[src/sv/hle_pkg.sv]
`default_nettype none
// ----------------------------------------------------------------------------
// hle_pkg
// Shared types and constants of the href link extractor: scan phase codes,
// character codes, register reset value and the result item layout.
// ----------------------------------------------------------------------------
package hle_pkg;

  localparam int BYTE_W          = 8;
  localparam int LEN_W           = 16;
  localparam int COUNT_WIDTH_DEF = 16;
  localparam int PHASE_W         = 3;

  localparam logic [LEN_W-1:0] MAX_LEN_RST = 16'd1024;

  localparam logic [PHASE_W-1:0] PH_START = 3'd0;
  localparam logic [PHASE_W-1:0] PH_H     = 3'd1;
  localparam logic [PHASE_W-1:0] PH_HR    = 3'd2;
  localparam logic [PHASE_W-1:0] PH_HRE   = 3'd3;
  localparam logic [PHASE_W-1:0] PH_HREF  = 3'd4;
  localparam logic [PHASE_W-1:0] PH_EQ    = 3'd5;
  localparam logic [PHASE_W-1:0] PH_QUOTE = 3'd6;
  localparam logic [PHASE_W-1:0] PH_VALUE = 3'd7;

  localparam logic [BYTE_W-1:0] CH_H      = 8'h68;
  localparam logic [BYTE_W-1:0] CH_R      = 8'h72;
  localparam logic [BYTE_W-1:0] CH_E      = 8'h65;
  localparam logic [BYTE_W-1:0] CH_F      = 8'h66;
  localparam logic [BYTE_W-1:0] CH_EQUAL  = 8'h3d;
  localparam logic [BYTE_W-1:0] CH_DQUOTE = 8'h22;
  localparam logic [BYTE_W-1:0] CH_SQUOTE = 8'h27;
  localparam logic [BYTE_W-1:0] CH_SPACE  = 8'h20;

  typedef struct packed {
    logic [BYTE_W-1:0] data;
    logic              link_end;
    logic              truncated;
  } res_t;

endpackage
`default_nettype wire

[src/sv/hle_scan.sv]
`default_nettype none
// ----------------------------------------------------------------------------
// hle_scan
// Scan state and next-state logic: matches href, the equals sign and the
// opening quote, counts value bytes and forms the result item.
// ----------------------------------------------------------------------------
module hle_scan
  import hle_pkg::*;
#(
  parameter int COUNT_WIDTH = COUNT_WIDTH_DEF
) (
  input  wire              clk,
  input  wire              rst_n,
  input  wire              advance,
  input  wire [BYTE_W-1:0] byte_in,
  input  wire [LEN_W-1:0]  max_len,
  output logic             res_vld,
  output res_t             res
);

  localparam int CMP_W = (COUNT_WIDTH > LEN_W) ? COUNT_WIDTH : LEN_W;

  logic [PHASE_W-1:0]     phase_r, phase_nxt;
  logic                   qsingle_r, qsingle_nxt;
  logic [COUNT_WIDTH-1:0] count_r, count_nxt;

  logic              is_ws;
  logic [BYTE_W-1:0] lc;
  logic [BYTE_W-1:0] quote;
  logic              do_val;
  logic [COUNT_WIDTH-1:0] base;
  logic              at_limit;

  always_comb begin
    is_ws    = (byte_in inside {[8'd9:8'd13], CH_SPACE});
    lc       = (byte_in inside {[8'h41:8'h5a]}) ? (byte_in | 8'h20) : byte_in;
    quote    = qsingle_r ? CH_SQUOTE : CH_DQUOTE;
    phase_nxt   = phase_r;
    qsingle_nxt = qsingle_r;
    count_nxt   = count_r;
    do_val      = 1'b0;
    base        = count_r;
    res_vld     = 1'b0;
    res         = '0;
    case (phase_r)
      PH_START: if (lc == CH_H) phase_nxt = PH_H;
      PH_H:     phase_nxt = (lc == CH_R) ? PH_HR : PH_START;
      PH_HR:    phase_nxt = (lc == CH_E) ? PH_HRE : PH_START;
      PH_HRE:   phase_nxt = (lc == CH_F) ? PH_HREF : PH_START;
      PH_HREF: begin
        if (!is_ws) phase_nxt = (byte_in == CH_EQUAL) ? PH_EQ : PH_START;
      end
      PH_EQ: begin
        if (!is_ws) begin
          if (byte_in == CH_DQUOTE || byte_in == CH_SQUOTE) begin
            qsingle_nxt = (byte_in == CH_SQUOTE);
            phase_nxt   = PH_QUOTE;
          end else begin
            phase_nxt = PH_START;
          end
        end
      end
      PH_QUOTE: begin
        if (!is_ws) begin
          if (byte_in == quote) begin
            phase_nxt = PH_START;
          end else begin
            do_val = 1'b1;
            base   = '0;
          end
        end
      end
      PH_VALUE: do_val = 1'b1;
      default:  phase_nxt = PH_START;
    endcase

    at_limit = (CMP_W'(base) >= CMP_W'(max_len)) || (&base);

    if (do_val) begin
      res_vld = 1'b1;
      if (byte_in == quote) begin
        phase_nxt    = PH_START;
        res.link_end = 1'b1;
      end else if (at_limit) begin
        phase_nxt     = (lc == CH_H) ? PH_H : PH_START;
        count_nxt     = base;
        res.link_end  = 1'b1;
        res.truncated = 1'b1;
      end else begin
        phase_nxt = PH_VALUE;
        count_nxt = base + 1'b1;
        res.data  = is_ws ? CH_SPACE : byte_in;
      end
    end
  end

  always_ff @(posedge clk) begin
    if (!rst_n) begin
      phase_r   <= PH_START;
      qsingle_r <= 1'b0;
      count_r   <= '0;
    end else if (advance) begin
      phase_r   <= phase_nxt;
      qsingle_r <= qsingle_nxt;
      count_r   <= count_nxt;
    end
  end

endmodule
`default_nettype wire

[src/sv/hle_out_buf.sv]
`default_nettype none
// ----------------------------------------------------------------------------
// hle_out_buf
// Result register with one skid entry; ready toward the scanner is registered.
// ----------------------------------------------------------------------------
module hle_out_buf
  import hle_pkg::*;
(
  input  wire        clk,
  input  wire        rst_n,
  input  wire        push_valid,
  input  wire res_t  push_res,
  output logic       push_ready,
  output logic       out_valid,
  output res_t       out_res,
  input  wire        out_ready
);

  logic out_valid_r;
  logic skid_valid_r;
  res_t out_res_r;
  res_t skid_res_r;

  assign push_ready = !skid_valid_r;
  assign out_valid  = out_valid_r;
  assign out_res    = out_res_r;

  always_ff @(posedge clk) begin
    if (!rst_n) begin
      out_valid_r  <= 1'b0;
      skid_valid_r <= 1'b0;
    end else if (out_ready || !out_valid_r) begin
      out_valid_r  <= skid_valid_r || push_valid;
      skid_valid_r <= 1'b0;
    end else if (push_valid) begin
      skid_valid_r <= 1'b1;
    end
  end

  always_ff @(posedge clk) begin
    if (out_ready || !out_valid_r) begin
      out_res_r <= skid_valid_r ? skid_res_r : push_res;
    end else if (push_valid && !skid_valid_r) begin
      skid_res_r <= push_res;
    end
  end

endmodule
`default_nettype wire

[src/sv/href_link_extractor_unit.sv]
`default_nettype none
// ----------------------------------------------------------------------------
// href_link_extractor_unit
// Streams text bytes and emits the quoted values of href attributes.
// ----------------------------------------------------------------------------
// One byte is taken per cycle while in_ready is high, and its result, if any,
// goes from an input register through the combinational scan logic into an
// output register backed by one skid entry. Sustained rate is one item per
// cycle; a stall on the result side holds the input only once the skid entry
// is full. Bytes that produce no result never wait on the result side.
// ----------------------------------------------------------------------------
module href_link_extractor_unit
  import hle_pkg::*;
#(
  parameter int COUNT_WIDTH = COUNT_WIDTH_DEF
) (
  input  wire              clk,
  input  wire              rst_n,
  input  wire              in_valid,
  output logic             in_ready,
  input  wire [BYTE_W-1:0] in_byte,
  output logic             out_valid,
  input  wire              out_ready,
  output logic [BYTE_W-1:0] out_byte,
  output logic             out_link_end,
  output logic             out_truncated,
  input  wire              cfg_wr_en,
  input  wire [LEN_W-1:0]  cfg_wr_data
);

  logic [LEN_W-1:0]  max_len_r;
  logic              s1_valid_r;
  logic [BYTE_W-1:0] s1_byte_r;
  logic              res_vld;
  res_t              res;
  logic              push_ready;
  logic              advance;
  res_t              out_res;

  assign advance  = s1_valid_r && (!res_vld || push_ready);
  assign in_ready = !s1_valid_r || advance;

  always_ff @(posedge clk) begin
    if (!rst_n) begin
      max_len_r <= MAX_LEN_RST;
    end else if (cfg_wr_en) begin
      max_len_r <= cfg_wr_data;
    end
  end

  always_ff @(posedge clk) begin
    if (!rst_n) begin
      s1_valid_r <= 1'b0;
    end else if (in_ready) begin
      s1_valid_r <= in_valid;
    end
  end

  always_ff @(posedge clk) begin
    if (in_ready && in_valid) begin
      s1_byte_r <= in_byte;
    end
  end

  hle_scan #(
    .COUNT_WIDTH(COUNT_WIDTH)
  ) u_scan (
    .clk     (clk),
    .rst_n   (rst_n),
    .advance (advance),
    .byte_in (s1_byte_r),
    .max_len (max_len_r),
    .res_vld (res_vld),
    .res     (res)
  );

  hle_out_buf u_out_buf (
    .clk        (clk),
    .rst_n      (rst_n),
    .push_valid (s1_valid_r && res_vld),
    .push_res   (res),
    .push_ready (push_ready),
    .out_valid  (out_valid),
    .out_res    (out_res),
    .out_ready  (out_ready)
  );

  assign out_byte      = out_res.data;
  assign out_link_end  = out_res.link_end;
  assign out_truncated = out_res.truncated;

endmodule
`default_nettype wire
[config.mk]
export PLATFORM = sky130hd
export DESIGN_NAME = href_link_extractor_unit
export DESIGN_NICKNAME = d
export VERILOG_FILES = /design/src/sv/hle_pkg.sv /design/src/sv/hle_scan.sv /design/src/sv/hle_out_buf.sv /design/src/sv/href_link_extractor_unit.sv
export SDC_FILE = /design/constraint.sdc
export NUM_CORES = 1
export LEC_CHECK = 0
export BUFFER_PORTS_ARGS = -buffer_cell sky130_fd_sc_hd__buf_2
export CAP_MARGIN = 15
export CORE_ASPECT_RATIO = 0.75
export CORE_MARGIN = 2
export CORE_UTILIZATION = 32
export CTS_CLUSTER_DIAMETER = 200
export DETAILED_ROUTE_END_ITERATION = 7
export PLACE_DENSITY_LB_ADDON = 0.1
export SYNTH_ARGS = -nofsm -noshare
export SYNTH_HDL_FRONTEND = slang
export SYNTH_SLANG_ARGS = --single-unit
export TNS_END_PERCENT = 30
[constraint.sdc]
create_clock -name clk -period 6.4 [get_ports clk]
set_clock_uncertainty 0.2 [all_clocks]
set_input_delay 0.64 -clock clk [delete_from_list [all_inputs] [get_ports clk]]
set_output_delay 0.64 -clock clk [all_outputs]
set_load 0.02 [all_outputs]
==> impl_metrics.tcl, run 1 <==
set metrics [dict create \
    status "finished clean" \
    clk_pin_slew_ns 0.06 \
    hold_viol 0 \
    synth_nets 434 \
    initial_utilization_pct 33.19 \
    synth_ff_type "dfxtp_1" \
    synth_cell_types 60 \
    vias 2928 \
    cellPowerDensity_nw_per_um2 245.6 \
    gp_congestion 0.7882 \
    post_cts_buffers 0 \
    drv_slew 0 \
    grt-busiest-layer "met1" \
    cts.sinks 67 \
    die_area_um2 12360 \
    synth_top_cell_area_share_pct 22.90 \
    firstDrtPassIters 4 \
    worstPathArrival_ns 5.00 \
    yosysWarningCount 0 \
    rows 33 \
    critPathKind "register to register" \
    leakagePower_nw 1.701 \
    vdd_drop_max_mv 0.1147 \
    synth-seq-cells 67 \
    drtAntennaViolNets 0 \
    finalCritPeriodShare_pct 77.03 \
    portBuffers 40 \
    die_width_um 127.7 \
    cts_tree "done" \
    dpl.hpwl_um 6064 \
    max_freq_ghz 0.2029 \
    diodes 0 \
    relSlewSlack_pct 34.05 \
    grt_usage_pct 14.61 \
    antenna_found_initial 0 \
    grt_pass1_wl_um 14300 \
    crit_fanout 20 \
    layout-drive-gt1-share_pct 19.20 \
    whs_ns 0.2742 \
    vias_per_cell 5.164 \
    synth_area_per_cell_um2 9.465 \
    cts_buffer_depth 2 \
    startpoint_type "register" \
    synthCells 388 \
    clk_latency_ns 0.34 \
    synth_common_cells "nand2_1, dfxtp_1, nor2_1" \
    wl_um 8362 \
    synth_most_common_cell "nand2_1" \
    met1_usage_pct 21.69 \
    multi_input_area_um2 1879 \
    critPathCaptureType "register" \
    yosysTopAreaCell "edfxtp_1" \
    grt_util_met2_pct 20.44 \
    core_um2 11070 \
    post-route-util_pct 38.85 \
    fin_setup_tns_ns 0 \
    fin_nets 468 \
    ys_seq_area_share_pct 44.16 \
    grt_max_degree 31 \
    rrSetupSlack_ns 1.47 \
    synthArstFlopShare_pct 0 \
    rsz0062_at_grt "false" \
    hold_path.class "input pin to register" \
    grt_pass1_vias 2822 \
    fillerInstances 1147 \
    ctsResizeCount 0 \
    post-route-min-period_ns 4.930 \
    postCtsHoldBufs 0 \
    area_delta_synth_final_pct 17.07 \
    required_ns 6.47 \
    die_y_um 96.78 \
    h-tree-depth 3 \
    grt_use_met3_pct 3.927 \
    ff_latch_area_um2 1622 \
    ctsRootBufferMaster "clkbuf_16" \
    drv_cap 0 \
    syn_area_um2 3672 \
    wl_per_cell_um 14.75 \
    grt.overflow.total 0 \
    drc 0 \
    ios 41 \
    ys_top_cells_by_area "edfxtp_1, dfxtp_1, ha_1, mux2i_1, nand2_1" \
    tightest_slew_ns 0.9769 \
    dr.first_iter.drc_count 158 \
    synth_edf_count 28 \
    numCtsBuffers 9 \
    setup_viol_count_final 0 \
]
logic make-up after synthesis:
group	synth area share (%)
xor gates and xnor gates	0.2385
DFF	44.16
buffers and inverters	4.667
and+or+nand+nor	23.68
AOI/OAI and AO/OA	13.87
adders and majority gates	5.792
muxes	7.598
per-stage QoR:
step           worst slack, ns  std cells  instance area [um^2]   power, W
2_1_floorplan            2.128        388                  3672  0.0005160
3_3_place_gp             1.631        551                  3981  0.0005345
3_5_place_dp             1.499        551                  3981  0.0005363
4_1_cts                  1.480        567                  4299   0.001077
5_1_grt                  1.150        567                  4299   0.001101
6_report                 1.470        567                  4299   0.001056
state kept, by name (all words and copies together), names as in the netlist:
| register | flops |
|---|---|
| max_len_r | 16 |
| u_out_buf.skid_res_r | 10 |
| u_scan.qsingle_r | 1 |
| u_out_buf.out_valid | 1 |
| s1_byte_r | 8 |
| s1_valid_r | 1 |
| u_out_buf.out_res | 10 |
| u_out_buf.skid_valid_r | 1 |
| u_scan.count_r | 16 |
| u_scan.phase_r | 3 |
layout make-up:
class,instances,area share (%)
multi-input cells,280,43.71
flip-flops and latches,67,37.72
repair buffers,44,5.355
clock buffers,9,5.239
well taps,140,4.075
clock inverters,7,2.154
inverters,20,1.746
critical path, cell delays in order (launching register included):
cell and delay (ns):
edfxtp_1 0.55, or4b_1 0.58, a211oi_2 0.29, nor2_2 0.14
nand2_2 0.29, nand2_1 0.16, ha_1 0.29, or3b_1 0.38
o2111ai_1 0.11, a31o_2 0.19, a21oi_1 0.14, or4_1 0.81
or4_1 0.59, a21oi_1 0.15
path summary, 6_finish.rpt:
kind	startpoint	endpoint	cells after the start
hold reg to reg	max_len_r[10]	max_len_r[10]	2
setup / recovery	s1_byte_r[2]	u_scan.count_r[7]	13
setup reg to reg	s1_byte_r[2]	u_scan.count_r[7]	13
hold / removal	in_byte[0]	s1_byte_r[0]	1
power breakdown:
group | switching, W | total [W] | internal [W]
sequential | 0.0000142 | 0.000470 | 0.000455
clock | 0.000190 | 0.000530 | 0.000339
combinational | 0.0000307 | 0.0000570 | 0.0000263
cell usage in the layout (no fill, tap or decap), types with 3 or more instances in the layout:
cell / n
a2111o_1: 3
a211oi_1: 3
a21oi_1: 19
a31o_2: 3
a31oi_1: 3
and2_1: 20
and3_1: 6
buf_2: 40
buf_4: 4
clkbuf_16: 9
dfxtp_1: 39
edfxtp_1: 28
ha_1: 17
inv_1: 20
mux2_2: 7
mux2i_1: 20
nand2_1: 40
nand3_1: 13
nand4_1: 8
nor2_1: 35
nor2b_1: 6
nor3_1: 10
nor4_1: 5
o2111ai_1: 5
o211ai_1: 3
o21a_1: 3
o21ai_0: 6
o311ai_0: 4
o31ai_1: 3
or2_2: 3
or4_1: 4
metal layers:
layer | share of wire [%] | vias up
met3 | 4.2 | 10
li1 | - | 1493
met5 | 0 | -
met2 | 41 | 51
met4 | 1.3 | 0
met1 | 54 | 1374
(Power assumes the default switching activity.)
==> run 2, diff against run 1 <==
- ABC_AREA: default -> 1
- clock period: 6.4 -> 4.67 ns (I/O delays scaled with it)
==> run 2 against run 1 <==
Against the previous run: synthesized cell count up 36%; cell count up 30%; clock power up 16%; hold slack worse by 0.16 ns; wire length up 18%; register-to-register slack worse by 0.63 ns; critical endpoint is now u_scan.count_r[0].
==> impl_metrics.tcl, run 2 <==
set metrics [dict create \
    status "finished clean" \
    synth_common_cells "nand2_1, inv_1, nor2_1" \
    synthArstFlopShare_pct 0 \
    synthCells 529 \
    ys_top_cells_by_area "edfxtp_1, dfxtp_1, nand2_1, inv_1, ha_1" \
    switching_share_pct 23.71 \
    worstPathCellList "nor2_1 > nand2_1 > nor2_1 > nor2_4 > nand3_2 > clkinv_1 > nor2_1 > ha_1 > a21oi_1 > o21ai_0 > o21ai_0 > nand3_1 > nor2_4 > buf_4 > nand2_1 > o21ai_0 > nor2_1" \
    cp_slowest_stage_delay_ns 0.52 \
    cellPowerDensity_nw_per_um2 290.4 \
    grt_max_degree 30 \
    ios 41 \
    firstDrtPassIters 5 \
    vias_per_cell 4.653 \
    critPathCaptureType "register" \
    post-route-min-period_ns 3.827 \
    relSlewSlack_pct 51.98 \
    fin_setup_tns_ns 0 \
    layout-drive-gt1-share_pct 16.64 \
    wl_per_cell_um 13.40 \
    drtAntennaViolNets 0 \
    tightest_slew_ns 0.7195 \
    vias 3429 \
    hold_path.class "input pin to register" \
    drv_slew 0 \
    setup_viol_count_final 0 \
    yosysWarningCount 0 \
    diodes 0 \
    numCtsBuffers 9 \
    die_y_um 100.4 \
    switchingPower_w 0.0003123 \
    leakagePower_nw 2.246 \
    initial_utilization_pct 32.54 \
    ys_seq_area_share_pct 40.93 \
    drc 0 \
    cts_buffer_depth 2 \
    die_area_um2 13290 \
    synth_area_per_cell_um2 7.488 \
    final_common_cell "nand2_1" \
    grt_pass1_vias 3274 \
    grt_pass1_wl_um 16690 \
    cts.sinks 67 \
    yosysTopAreaCell "edfxtp_1" \
    crit_fanout 24 \
    clk_pin_slew_ns 0.06 \
    wl_um 9878 \
    fin_nets 612 \
    max_freq_ghz 0.2613 \
    clk_latency_ns 0.33 \
    post_cts_buffers 0 \
    postCtsHoldBufs 0 \
    portBuffers 40 \
    cpMostUsedCell "nor2_1" \
    synth_most_common_cell "nand2_1" \
    cts_tree "done" \
    ctsRootBufferMaster "clkbuf_16" \
    hold_viol 0 \
    whs_ns 0.1101 \
    core_um2 12170 \
    synth_ff_type "dfxtp_1" \
    worstPathArrival_ns 3.82 \
    power_frac_clock_pct 46.6 \
    pwr-share-comb_pct 5.5 \
    synth_nets 575 \
    startpoint_type "register" \
    top_regs "max_len_r (16), u_scan.count_r (16)" \
    drv_cap 0 \
    required_ns 4.66 \
    finalCritPeriodShare_pct 81.95 \
    synth_edf_count 28 \
    die_width_um 132.5 \
    ctsResizeCount 0 \
    rsz0062_at_grt "false" \
    dr.first_iter.drc_count 183 \
    antenna_found_initial 0 \
    rows 35 \
    p_int_w 0.001005 \
    p_seq_share_pct 47.9 \
    synth_cell_types 36 \
    gp_congestion 0.8462 \
    vdd_drop_max_mv 0.2605 \
    grt_usage_pct 16.06 \
    slowest_stage "edfxtp_1" \
    synth_top_cell_area_share_pct 21.23 \
    syn_area_um2 3961 \
    synth-seq-cells 67 \
    dpl.hpwl_um 7497 \
    critPathKind "register to register" \
    post-route-util_pct 37.27 \
    area_delta_synth_final_pct 14.53 \
    grt.overflow.total 0 \
    final_cell_mix "nand2_1, inv_1, nor2_1" \
    h-tree-depth 3 \
]
-- run 2: cell types whose count changed after synthesis, sizes merged, moves of 13 or more --
cell,delta
nand3,+30
and2,-21
nor2,+32
mux2i,-20
nand4,+14
a21oi,+13
inv,+75
o21ai,+21
nand2,+74
-- run 2: cells by family after synthesis --
group           count (synthesis)  synth area share (%)
flops                          67                 40.94
fa+ha+maj                      17                 5.369
simple gates                  264                 32.28
buf+inv                       114                 12.44
compound gates                 67                 8.970
-- run 2: path summary, 6_finish.rpt --
| check | start | to | slack (ns) | cells after the start |
|---|---|---|---|---|
| worst max-delay path | s1_byte_r[3] | u_scan.count_r[0] | 0.84 | 17 |
| worst max register to register | s1_byte_r[3] | u_scan.count_r[0] | 0.84 | 17 |
| worst min-delay path | in_byte[0] | s1_byte_r[0] | 0.11 | 1 |
| worst min register to register | max_len_r[14] | max_len_r[14] | 0.26 | 2 |
-- run 2: power groups by stage --
stage | logic (W) | clock network (W) | registers (W)
2_1_floorplan | 0.0000499 | 0 | 0.000640
3_3_place_gp | 0.0000721 | 0 | 0.000644
3_5_place_dp | 0.0000729 | 0 | 0.000644
4_1_cts | 0.0000733 | 0.000634 | 0.000632
5_1_grt | 0.0000861 | 0.000661 | 0.000633
6_report | 0.0000723 | 0.000613 | 0.000632
-- run 2: area by class of cell --
| class | count | area (um^2) |
|---|---|---|
| clock buffers | 9 | 225.2 |
| fillers | 1344 | 7637 |
| inverters | 97 | 367.9 |
| repair buffers | 43 | 222.7 |
| flip-flops and latches | 67 | 1622 |
| well taps | 166 | 207.7 |
| clock inverters | 7 | 45.04 |
| multi-input cells | 348 | 1847 |
-- run 2: worst max-delay path, delay by kind of cell, from the launching register on --
kind / cells / cell delay [ns]
buffers and inverters: 2 / 0.55
flip-flops: 1 / 0.52
AO/OA/AOI/OAI: 4 / 0.59
adder cells (fa/ha/maj): 1 / 0.29
AND/OR/NAND/NOR: 10 / 1.55
-- run 2: per-stage QoR --
step	power, W	cell area (um^2)	worst slack (ns)	instances
floorplan	0.0006895	3961	1.429	529
global placement	0.0007161	4267	0.8279	721
detailed placement	0.0007172	4267	0.8172	721
global route	0.001381	4537	0.3932	737
finish	0.001317	4537	0.8427	737
CTS	0.001339	4537	0.8003	737
-- run 2: metal layers --
layer / global-route usage, % / wire, um
met1: 24.80 / 5644
met2: 21.96 / 3810
met3: 3.636 / 331
met4: 4.549 / 91
met5: 0 / 0
==> run 3, diff against run 2 <==
- clock period: 4.67 -> 4 ns (I/O delays scaled with it)
==> run 3 against run 2 <==
Against the previous run: hold slack worse by 0.073 ns; count of clock-buffer cells in the layout did not move; cell count increased by 1.1%; design area is 1.8% higher; sequential share of layout area down 0.65 points; flip-flop and latch count is the same; utilization up 0.69 points; register-to-register slack lost 0.47 ns; critical path depth is 2 higher; critical endpoint is now u_scan.count_r[5]; highest routed layer unchanged; via count shrank 0.35%; combinational power is 24% higher; largest cell class unchanged; setup slack got worse by 0.47 ns.
==> impl_metrics.tcl, run 3 (same netlist as run 2, synthesis figures left out) <==
set metrics [dict create \
    grt_usage_pct 15.80 \
    rrSetupSlack_ns 0.38 \
    wl_per_cell_um 13.16 \
    min_from "in_byte[1]" \
    layout-drive-gt1-share_pct 17.62 \
    cts_tree "done" \
    min_path_cells 1 \
    grt_pass1_vias 3219 \
    met1_usage_pct 24.03 \
    rsz0062_at_grt "false" \
    post-route-min-period_ns 3.623 \
    firstDrtPassIters 5 \
    antenna_found_initial 0 \
    grt_max_degree 30 \
    rows 35 \
    setup_viol_count_final 0 \
    relSlewSlack_pct 53.28 \
    dr.first_iter.drc_count 269 \
    diodes 0 \
    postCtsHoldBufs 0 \
    vdd_drop_max_mv 0.1972 \
    core_um2 12170 \
    critPathCaptureType "register" \
    grt_use_met3_pct 3.737 \
    fin_nets 620 \
    drc 0 \
    initial_utilization_pct 32.54 \
    numCtsBuffers 9 \
    startpoint_type "register" \
    cellPowerDensity_nw_per_um2 350.5 \
    wl_um 9802 \
    r2r-start "s1_byte_r[1]" \
    gp_congestion 0.8389 \
    leakagePower_nw 2.292 \
    ctsRootBufferMaster "clkbuf_16" \
    worst_r2r_path_depth 19 \
    h-tree-depth 3 \
    vias 3417 \
    die_area_um2 13290 \
    vias_per_cell 4.587 \
    fin_setup_tns_ns 0 \
    place_area_um2 4304 \
    top_regs "max_len_r (16), u_scan.count_r (16)" \
    status "finished clean" \
    die_width_um 132.5 \
    hold_path.class "input pin to register" \
    final_cell_mix "nand2_1, inv_1, nor2_1" \
    hold_end "s1_byte_r[1]" \
    dpl.hpwl_um 7326 \
    cts_buffer_depth 2 \
    r2r_end "u_scan.count_r[5]" \
    final_cell_area_um2 4621 \
    finalCritPeriodShare_pct 90.57 \
    hold_viol 0 \
    worstPathArrival_ns 3.63 \
    drv_cap 0 \
    ios 41 \
    max_freq_ghz 0.2760 \
    critPathLaunch "s1_byte_r[1]" \
    clk_latency_ns 0.34 \
    required_ns 4.00 \
    area_delta_synth_final_pct 16.65 \
    grt_util_met2_pct 21.60 \
    cts.sinks 67 \
    final_common_cell "nand2_1" \
    clk_pin_slew_ns 0.06 \
    drtAntennaViolNets 0 \
    tightest_slew_ns 0.7000 \
    grt.overflow.total 0 \
    grt_pass1_wl_um 16440 \
    drv_slew 0 \
    grt-busiest-layer "met1" \
    crit_fanout 19 \
    critPathKind "register to register" \
    die_y_um 100.4 \
    portBuffers 40 \
]
## run 3: cell types whose count changed in the layout (fill, tap and decap cells not counted)
| cell | delta |
|---|---|
| buf_4 | +8 |
| bufinv_16 | +1 |
| clkinv_1 | +1 |
| clkinv_2 | -2 |
| o21ai_0 | -1 |
| o21ai_1 | +1 |
## run 3: worst max-delay path by stage
stage                                 to  slack (ns)
floorplan           u_out_buf.out_res[0]        0.76
global placement    u_out_buf.out_res[1]        0.30
detailed placement  u_out_buf.out_res[1]        0.28
CTS                 u_out_buf.out_res[1]        0.27
global route           u_scan.count_r[6]        0.01
finish                 u_scan.count_r[5]        0.38
## run 3: routing by layer
| layer | wire (um) | vias up |
|---|---|---|
| met2 | 3731 | 85 |
| li1 | - | 1803 |
| met4 | 127 | 0 |
| met1 | 5444 | 1521 |
| met3 | 499 | 8 |
| met5 | 0 | - |
## run 3: repair_timing
item	4_1_cts	5_1_grt
setup buffers	0	3
gates resized for setup	0	1
endpoints found under the setup margin	0	10
## run 3: cell type report
type                    instances  area, um^2
multi-input cells             348        1847
well taps                     166       207.7
repair buffers                 51       282.8
clock buffers                   9       225.2
clock inverters                 7       68.82
fillers                      1328        7553
flip-flops and latches         67        1622
inverters                      97       367.9
## run 3: metrics by stage
step / setup WS [ns] / hold WS, ns / utilization [%] / total power [W] / instances
after detailed placement: 0.2759 / 0.2588 / 35.35 / 0.0008381 / 726
after floorplan: 0.7586 / 0.2347 / - / 0.0008050 / 529
after global placement: 0.3010 / 0.2608 / 35.35 / 0.0008384 / 726
after global routing: 0.01323 / 0.02257 / 37.95 / 0.001689 / 745
after CTS: 0.2726 / 0.02270 / 37.77 / 0.001639 / 742
final: 0.3771 / 0.03671 / 37.95 / 0.001619 / 745
## run 3: critical path: stages (launching register included)
cell and delay, ns:
edfxtp_1 0.55, inv_2 0.09, nor2_1 0.10, nand2_1 0.11, nand2_1 0.09, nand3_2 0.14
nand3_2 0.12, buf_4 0.25, nand2_1 0.14, inv_1 0.08, ha_1 0.24, a21oi_1 0.15
o21ai_0 0.09, o21ai_0 0.17, nand3_1 0.22, nor2_4 0.21, buf_4 0.26, nand4_1 0.12
nand2_1 0.09, nor2_1 0.04
## run 3: power breakdown
| group | switching [W] | total [W] | internal, W |
|---|---|---|---|
| clock | 0.000313 | 0.000794 | 0.000480 |
| combinational | 0.0000555 | 0.0000900 | 0.0000345 |
| sequential | 0.0000104 | 0.000736 | 0.000726 |
